$ cat config.mk
export PLATFORM = sky130hd
export DESIGN_NAME = twelve_hour_clock_with_save_top
export DESIGN_NICKNAME = d
export VERILOG_FILES = /design/src/hw/rtl/thcs_pkg.sv /design/src/hw/rtl/thcs_engine.sv /design/src/hw/rtl/twelve_hour_clock_with_save_top.sv
export SDC_FILE = /design/constraint.sdc
export NUM_CORES = 1
export LEC_CHECK = 0
export ABC_AREA = 1
export BUFFER_PORTS_ARGS = -buffer_cell sky130_fd_sc_hd__buf_2
export CORE_MARGIN = 5
export CORE_UTILIZATION = 30
export CTS_BUF_LIST = sky130_fd_sc_hd__clkbuf_16
export DETAILED_ROUTE_END_ITERATION = 8
export SLEW_MARGIN = 20
export SYNTH_ARGS = -nofsm -noshare
export SYNTH_HDL_FRONTEND = slang
export SYNTH_HIERARCHICAL = 1
export SYNTH_SLANG_ARGS = --single-unit
$ cat constraint.sdc
create_clock -name clk -period 4.7 [get_ports clk]
set_clock_uncertainty 0.1 [all_clocks]
set_input_delay 0.705 -clock clk [delete_from_list [all_inputs] [get_ports clk]]
set_output_delay 0.705 -clock clk [all_outputs]
set_load 0.005 [all_outputs]
$ cat src/hw/rtl/thcs_pkg.sv
// ----------------------------------------------------------------------------
// thcs_pkg
// types and constants shared by the twelve-hour clock with save block
// ----------------------------------------------------------------------------
package thcs_pkg;

  localparam int unsigned HOUR_W   = 4;
  localparam int unsigned MINUTE_W = 6;
  localparam int unsigned SECOND_W = 6;
  localparam int unsigned MS_W     = 32;
  localparam int unsigned CFG_W    = 16;

  localparam logic [CFG_W-1:0]    SAVE_INTERVAL_RST = 16'd45000;
  localparam logic [CFG_W-1:0]    SECOND_PERIOD_RST = 16'd1000;
  localparam logic [SECOND_W-1:0] SECOND_MAX        = 6'd59;
  localparam logic [MINUTE_W-1:0] MINUTE_MAX        = 6'd59;
  localparam logic [HOUR_W-1:0]   HOUR_MAX          = 4'd12;
  localparam logic [HOUR_W-1:0]   HOUR_FIRST        = 4'd1;

  typedef enum logic {
    MODE_TICK = 1'b0,
    MODE_SAVE = 1'b1
  } mode_t;

  typedef enum logic {
    CFG_SAVE_INTERVAL = 1'b0,
    CFG_SECOND_PERIOD = 1'b1
  } cfg_idx_t;

  typedef struct packed {
    logic [HOUR_W-1:0]   hour;
    logic [MINUTE_W-1:0] minute;
    logic [SECOND_W-1:0] second;
  } hms_t;

  typedef struct packed {
    mode_t           mode;
    logic [MS_W-1:0] now_ms;
  } item_t;

  typedef struct packed {
    hms_t hms;
    logic saved;
  } result_t;

endpackage

$ cat src/hw/rtl/thcs_engine.sv
// ----------------------------------------------------------------------------
// thcs_engine
// clock and save state, updated once per transaction in a single pass
// ----------------------------------------------------------------------------
module thcs_engine (
  input  logic                     clk,
  input  logic                     rst_n,
  input  logic                     go,
  input  thcs_pkg::item_t          item,
  input  logic [thcs_pkg::CFG_W-1:0] save_interval,
  input  logic [thcs_pkg::CFG_W-1:0] second_period,
  output thcs_pkg::result_t        result
);
  import thcs_pkg::*;

  hms_t            time_r,  time_nxt;
  hms_t            saved_r, saved_nxt;
  logic [MS_W-1:0] ref_r,   ref_nxt;
  logic [MS_W-1:0] last_r,  last_nxt;
  hms_t            rolled;
  logic [MS_W-1:0] elapsed;
  logic [MS_W-1:0] since_save;
  logic            did_save;

  always_comb begin
    rolled     = time_r;
    elapsed    = item.now_ms - ref_r;
    since_save = item.now_ms - last_r;
    time_nxt   = time_r;
    saved_nxt  = saved_r;
    ref_nxt    = ref_r;
    last_nxt   = last_r;
    did_save   = 1'b0;
    // rollovers first
    if (rolled.second > SECOND_MAX) begin
      rolled.second = '0;
      rolled.minute = rolled.minute + MINUTE_W'(1);
    end
    if (rolled.minute > MINUTE_MAX) begin
      rolled.minute = '0;
      rolled.hour   = rolled.hour + HOUR_W'(1);
    end
    if (rolled.hour > HOUR_MAX) begin
      rolled.hour = HOUR_FIRST;
    end
    if (item.mode == MODE_TICK) begin
      time_nxt = rolled;
      if (elapsed > MS_W'(second_period)) begin
        time_nxt.second = rolled.second + SECOND_W'(1);
        ref_nxt         = ref_r + MS_W'(second_period);
      end
    end else if (since_save >= MS_W'(save_interval)) begin
      last_nxt = item.now_ms;
      if (time_r != saved_r) begin
        saved_nxt = time_r;
        did_save  = 1'b1;
      end
    end
  end

  assign result.hms   = time_nxt;
  assign result.saved = did_save;

  always_ff @(posedge clk) begin
    if (!rst_n) begin
      time_r  <= '0;
      saved_r <= '0;
      ref_r   <= '0;
      last_r  <= '0;
    end else if (go) begin
      time_r  <= time_nxt;
      saved_r <= saved_nxt;
      ref_r   <= ref_nxt;
      last_r  <= last_nxt;
    end
  end

endmodule

$ cat src/hw/rtl/twelve_hour_clock_with_save_top.sv
// ----------------------------------------------------------------------------
// twelve_hour_clock_with_save_top
// twelve-hour clock counter driven by ms timestamps, with periodic save check
// ----------------------------------------------------------------------------
// channel  direction  handshake              payload
// in       input      in_valid / in_ready    in_mode, in_now_ms
// out      output     out_valid / out_ready  out_hour_out, out_minute_out,
//                                            out_second_out, out_saved
// cfg      input      cfg_wr_en              cfg_index, cfg_wdata
//
// one transaction per cycle while the result is not stalled; path is input register, then result register
// state update is one combinational pass in the engine between those registers
// reset is synchronous, active low; config resets to 45000 / 1000
// a stalled result holds the pipe; input is still taken while the input stage is free
// ----------------------------------------------------------------------------
module twelve_hour_clock_with_save_top (
  input  logic                          clk,
  input  logic                          rst_n,
  input  logic                          in_valid,
  output logic                          in_ready,
  input  logic                          in_mode,
  input  logic [thcs_pkg::MS_W-1:0]     in_now_ms,
  output logic                          out_valid,
  input  logic                          out_ready,
  output logic [thcs_pkg::HOUR_W-1:0]   out_hour_out,
  output logic [thcs_pkg::MINUTE_W-1:0] out_minute_out,
  output logic [thcs_pkg::SECOND_W-1:0] out_second_out,
  output logic                          out_saved,
  input  logic                          cfg_wr_en,
  input  logic                          cfg_index,
  input  logic [thcs_pkg::CFG_W-1:0]    cfg_wdata
);
  import thcs_pkg::*;

  logic             s1_valid_r, s1_valid_nxt;
  item_t            s1_item_r;
  logic             out_valid_r;
  result_t          out_res_r;
  result_t          res;
  logic [CFG_W-1:0] save_interval_r;
  logic [CFG_W-1:0] second_period_r;
  logic             stall;
  logic             advance;
  logic             in_fire;

  assign stall        = out_valid_r && !out_ready;
  assign advance      = s1_valid_r && !stall;
  assign in_ready     = !s1_valid_r || !stall;
  assign in_fire      = in_valid && in_ready;
  assign s1_valid_nxt = in_fire || (s1_valid_r && stall);

  always_ff @(posedge clk) begin
    if (!rst_n) begin
      save_interval_r <= SAVE_INTERVAL_RST;
      second_period_r <= SECOND_PERIOD_RST;
    end else if (cfg_wr_en) begin
      unique case (cfg_idx_t'(cfg_index))
        CFG_SAVE_INTERVAL: save_interval_r <= cfg_wdata;
        CFG_SECOND_PERIOD: second_period_r <= cfg_wdata;
        default: ;
      endcase
    end
  end

  always_ff @(posedge clk) begin
    if (!rst_n) begin
      s1_valid_r  <= 1'b0;
      out_valid_r <= 1'b0;
    end else begin
      s1_valid_r <= s1_valid_nxt;
      if (!stall) begin
        out_valid_r <= advance;
      end
    end
  end

  always_ff @(posedge clk) begin
    if (in_fire) begin
      s1_item_r.mode   <= mode_t'(in_mode);
      s1_item_r.now_ms <= in_now_ms;
    end
    if (advance) begin
      out_res_r <= res;
    end
  end

  thcs_engine u_engine (
    .clk           (clk),
    .rst_n         (rst_n),
    .go            (advance),
    .item          (s1_item_r),
    .save_interval (save_interval_r),
    .second_period (second_period_r),
    .result        (res)
  );

  assign out_valid      = out_valid_r;
  assign out_hour_out   = out_res_r.hms.hour;
  assign out_minute_out = out_res_r.hms.minute;
  assign out_second_out = out_res_r.hms.second;
  assign out_saved      = out_res_r.saved;

endmodule
=== Yosys cells after proc, flatten, opt, wreduce, memory -nomap -nowiden ===
Cells that the tools add are included.

* Bitwise logic cells: 2
* Magnitude comparators: 5
* Multiply operators: 0
* Equal/unequal tests: 1
* $add $sub $neg: 6
* Shifts and indexed selects: 0
* Mux-type cells: 6
* Div/mod/pow operators: 0
* Reductions and logical operators: 15

{| class="wikitable"
|+ Operators by type and width
! cell !! number
|-
| $sub 32x32->32 || 2
|-
| $add 32x16->32 || 1
|-
| $ge 32x16->1 || 1
|-
| $gt 32x16->1 || 1
|-
| $mux 16 || 1
|-
| $ne 16x16->1 || 1
|-
| $add 6x1->6 const B || 2
|-
| $gt 6x6->1 const B || 2
|-
| $mux 12 || 1
|-
| $mux 10 || 1
|-
| $mux 6 || 1
|-
| $reduce_and 2->1 || 3
|-
| $reduce_and 3->1 || 2
|-
| $add 4x1->4 const B || 1
|-
| $gt 4x4->1 const B || 1
|-
| $logic_and 1x1->1 || 4
|-
| $mux 4 || 1
|-
| $reduce_and 4->1 || 1
|-
| $logic_not 1->1 || 3
|-
| $logic_or 1x1->1 || 2
|-
| $not 1->1 || 2
|-
| $mux 1 || 1
|}

* Bits of input ports: 55
* Output and inout port bits: 19
* Register bits after elaboration: 180
* Word-level logic and storage cells: 53
* Memory bits (read-only): 0
* Bits in writable memories: 0
* Memories: 0
* Bits in latches: 0

=== Depth between registers and ports, before layout ===
* Word-level depth: 7
* Gate-level depth with buffers: 29
* Gate-level depth less buffers: 29

=== Cells and area by module ===
Netlist, hierarchy kept.

{| class="wikitable"
|+ By module, submodules not included
! module !! area an instance (um^2) !! cells an instance !! instances !! seq. area each (um^2)
|-
| thcs_engine || 11632.4 || 2049 || 1 || 1921.8
|-
| twelve_hour_clock_with_save_top || 2777.7 || 219 || 1 || 2182.1
|}

=== Worst setup path before layout ===
Ideal clock, no wire load.

* Path type: reg-to-reg
* From: reg s1_item_r[7] (netlist bit)
* To: reg out_res_r (netlist bit out_saved), data pin
* Path buffers: 2
* Cell stages (with the launch flop): 22
* Library setup time: 0.251 ns
* Data required time: 4.349 ns
* Slack: 1.373 ns
* Clock period less this slack: 3.327 ns
* Arrival: 2.976 ns
* Cell sequence: edfxtp_1 -> ha_1 -> nand2_1 -> inv_1 -> a21oi_1 -> nand3_1 -> nand2_1 -> nand2_1 -> xor2_1 -> ha_1 -> a21oi_1 -> nor3_1 -> a211oi_1 -> nand3_1 -> nor2_1 -> nand3_1 -> nor2_1 -> nand2_2 -> clkbuf_1 -> nand2_1 -> nor2_1 -> buf_4

* Longest elaborated chain between the ends: 3

{| class="wikitable"
|+ RTL lines
! what !! RTL line !! text
|-
| from (decl) || twelve_hour_clock_with_save_top.sv:36 || <nowiki>item_t s1_item_r;</nowiki>
|-
| $sub 32x32->32 || thcs_engine.sv:28 || <nowiki>since_save = item.now_ms - last_r;</nowiki>
|-
| $ge 32x16->1 || thcs_engine.sv:52 || <nowiki>end else if (since_save >= MS_W'(save_interval)) begin</nowiki>
|-
| $reduce_and 2->1 (no line) || -- ||
|-
| to (signal assigned) || twelve_hour_clock_with_save_top.sv:83 || <nowiki>out_res_r <= res;</nowiki>
|-
| to (decl) || twelve_hour_clock_with_save_top.sv:38 || <nowiki>result_t out_res_r;</nowiki>
|}

No other way between the ends.
A chain may end at the register's enable or synchronous reset.

=== Worst setup path in the final report ===
* From: reg s1_item_r[0] (netlist bit)
* To: reg u_engine.ref_r[5]

* Longest elaborated chain between the ends: 3

{| class="wikitable"
|+ RTL lines
! what !! RTL line !! text
|-
| $sub 32x32->32 || thcs_engine.sv:27 || <nowiki>elapsed = item.now_ms - ref_r;</nowiki>
|-
| $gt 32x16->1 || thcs_engine.sv:48 || <nowiki>if (elapsed > MS_W'(second_period)) begin</nowiki>
|-
| $reduce_and 3->1 (no line) || -- ||
|-
| to (signal assigned) || thcs_engine.sv:73 || <nowiki>ref_r <= ref_nxt;</nowiki>
|-
| to (decl) || thcs_engine.sv:18 || <nowiki>logic [MS_W-1:0] ref_r, ref_nxt;</nowiki>
|}

No other way between the ends.

==> results.py <==
metrics = {
    "global_routing": {
        "grt_max_degree": 69,
        "antenna_found_initial": 0,
        "grt_pass1_wl_mm": 69.55,
        "grt_pass1_vias": 13484,
        "overflow": 0,
        "track_usage": 0.1655,
    },
    "clock_network": {
        "cts_root_buffer": "clkbuf_16",
        "cts.hold.buffers_added": 0,
        "cts_setup_buffers": 0,
        "tritoncts": "done",
        "cts_resized": 0,
        "cts.sinks": 180,
        "path_clk_slew_ns": 0.08,
        "cts_max_level": 4,
        "insertion_delay_ns": 0.49,
        "cts_buffers": 17,
        "clockBufferDepth": 2,
    },
    "logic_synthesis": {
        "synth-seq-area-share": 0.2848,
        "yosys.area.top_type_share": 0.1806,
        "async_reset_ff_frac": 0,
        "avgSynthCellArea_um2": 6.354,
        "syn-cell-area_um2": 14410,
        "synth_common_cells": "nand2_1 (688), inv_1 (411), nor2_1 (209)",
        "synth-warning-count": 6,
        "ys_types": 51,
        "yosysTopAreaCell": "dfxtp_1",
        "synth_area_leaders": "dfxtp_1 (18%), nand2_1 (18%), inv_1 (11%)",
        "synth-edff-count": 50,
        "synth_cells": 2268,
        "ys_seq_elements": 180,
        "synth.most_common_cell": "nand2_1",
        "synth_nets": 2439,
        "synth_ff_type": "dfxtp_1",
    },
    "place": {
        "dp_hpwl_mm": 35.50,
        "io_buffers": 73,
        "place.gp.congestion": 0.9819,
    },
    "drt": {
        "drt_iter0_drc": 1037,
        "drtPass1Iterations": 7,
        "wl_mm": 44.01,
        "drc": 0,
        "ant_nets": 0,
        "vias": 14069,
        "wl_per_cell_um": 14.92,
        "via_per_inst": 4.769,
    },
    "power_and_ir_drop": {
        "pwr-share-comb": 0.265,
        "p_leak_nw": 7.914,
        "irDropWorstVdd_v": 0.0002283,
        "p_seq_frac": 0.408,
        "power_mw": 4.302,
        "p_sw_frac": 0.3551,
        "internal-power_mw": 2.774,
        "p_per_area_nw_per_um2": 270.2,
        "clockPowerShare": 0.327,
        "p_switching_mw": 1.528,
    },
    "sta": {
        "min_period_over_period": 0.9002,
        "setup_viol": 0,
        "period_minus_slack_ns": 4.231,
        "drv_slew": 0,
        "fin_tns_setup_ns": 0,
        "maxSlewHeadroom": 0.4700,
        "hold_viol": 0,
        "grt_setup_unrepaired": "no",
        "whs_ns": 0.2887,
        "tightestPinTransition_ns": 0.7942,
        "fmaxAchievable_ghz": 0.2363,
    },
    "finish": {
        "drive_gt1_frac": 0.07623,
        "layout.nets": 2493,
        "syn2layout_area_growth_pct": 10.46,
        "antenna_cells": 0,
    },
    "critical_path": {
        "crit_fanout": 32,
        "critPathRequiredTime_ns": 5.01,
        "arrival_ns": 4.54,
        "slowest_delay_ns": 0.46,
        "crit_buf_inv": 3,
        "endpoint_kind": "flip-flop",
        "cpMaxStageDelayCell": "fa_1",
        "cpLargestDelayFamily": "simple AND/OR/NAND/NOR gates",
        "worst_path_most_repeated_cell": "nand2_1",
        "critPathLaunchType": "flip-flop",
        "path_class": "reg2reg",
    },
    "run_status": {
        "status": "finished, final reports clean",
    },
    "floorplanning": {
        "start_util": 0.3024,
        "ios": 74,
        "die_w_um": 229.2,
        "die_h_um": 229.2,
        "die-area_um2": 52520,
        "core_area_um2": 47650,
        "rows": 80,
    },
    "run": {
        "cap_violations": 0,
    },
    "min_path": {
        "min_path_type": "in2reg",
    },
}
power by group through the flow:
stage | logic, mW | registers [mW] | clock network (mW)
detailed placement | 1.13 | 1.79 | 0
global route | 1.30 | 1.76 | 1.50
floorplan | 0.847 | 1.76 | 0
global placement | 1.13 | 1.79 | 0
finish | 1.14 | 1.76 | 1.40
CTS | 1.14 | 1.75 | 1.45
path summary, 6_finish.rpt:
path / from / end / slack, ns / cells past startpoint
setup / recovery: s1_item_r[0] / u_engine/ref_r[5] / 0.47 / 25
hold / removal: in_now_ms[22] / s1_item_r[22] / 0.29 / 1
setup reg to reg: s1_item_r[0] / u_engine/ref_r[5] / 0.47 / 25
hold reg to reg: save_interval_r[8] / save_interval_r[8] / 0.36 / 2
layout by cell type, fill, tap and decap left out, types with 10 or more instances in the layout:
master       n
buf_2       73
nand4_1     38
dfxtp_1    130
buf_4       10
inv_1      412
nand3_1    160
nor3_1      15
edfxtp_1    50
nor2_1     209
a21oi_2     14
clkbuf_16   17
ha_1       113
a21oi_1    144
nand2_1    688
o21ai_0     64
xnor2_1     18
xor2_1      59
inv_2       10
nor2_2      13
nand2_2     17
per-layer routing:
metal	part of all wire	global-route usage	vias up
met5	0	0	-
li1	-	-	7217
met4	0.037	0.06690	0
met1	0.44	0.2077	6382
met2	0.47	0.2814	385
met3	0.050	0.02997	85
sequential cells by signal (all words and copies together) (netlist names):
name,flops
s1_item_r,33
u_engine/last_r,32
s1_valid_r,1
out_valid,1
out_saved,1
save_interval_r,16
out_hour_out,4
u_engine/saved_r,16
second_period_r,16
u_engine/time_r,16
u_engine/ref_r,32
out_second_out,6
out_minute_out,6
cell families (layout without fill, tap and decap cells):
logic type | Yosys count | in the layout | share of synthesized area
and+or+nand+nor | 1169 | 1169 | 0.3399
buffers and inverters | 473 | 540 | 0.1298
AOI/OAI and AO/OA | 253 | 253 | 0.09638
DFF | 180 | 180 | 0.2848
adders and majority gates | 116 | 116 | 0.1023
xor gates and xnor gates | 77 | 77 | 0.04680
per-stage QoR:
stage                     instances  instance area, um2    util  setup slack (ns)
final                          2950               15920  0.3341            0.4689
after global routing           2950               15920  0.3341           0.03990
after CTS                      2950               15920  0.3341            0.4502
after detailed placement       2918               15370  0.3225            0.4704
after global placement         2918               15370  0.3225            0.5147
after floorplan                2268               14410       -             1.373
area by class of cell:
cell class,instances,area [um2]
Multi-Input combinational cell,1615,8439
Fill cell,5216,31730
Clock inverter,15,125.1
Tap cell,615,769.5
Inverter,424,1594
Sequential cell,180,4104
Timing Repair Buffer,84,460.4
Clock buffer,17,425.4
No activity file was read; power rests on OpenSTA's default activity.
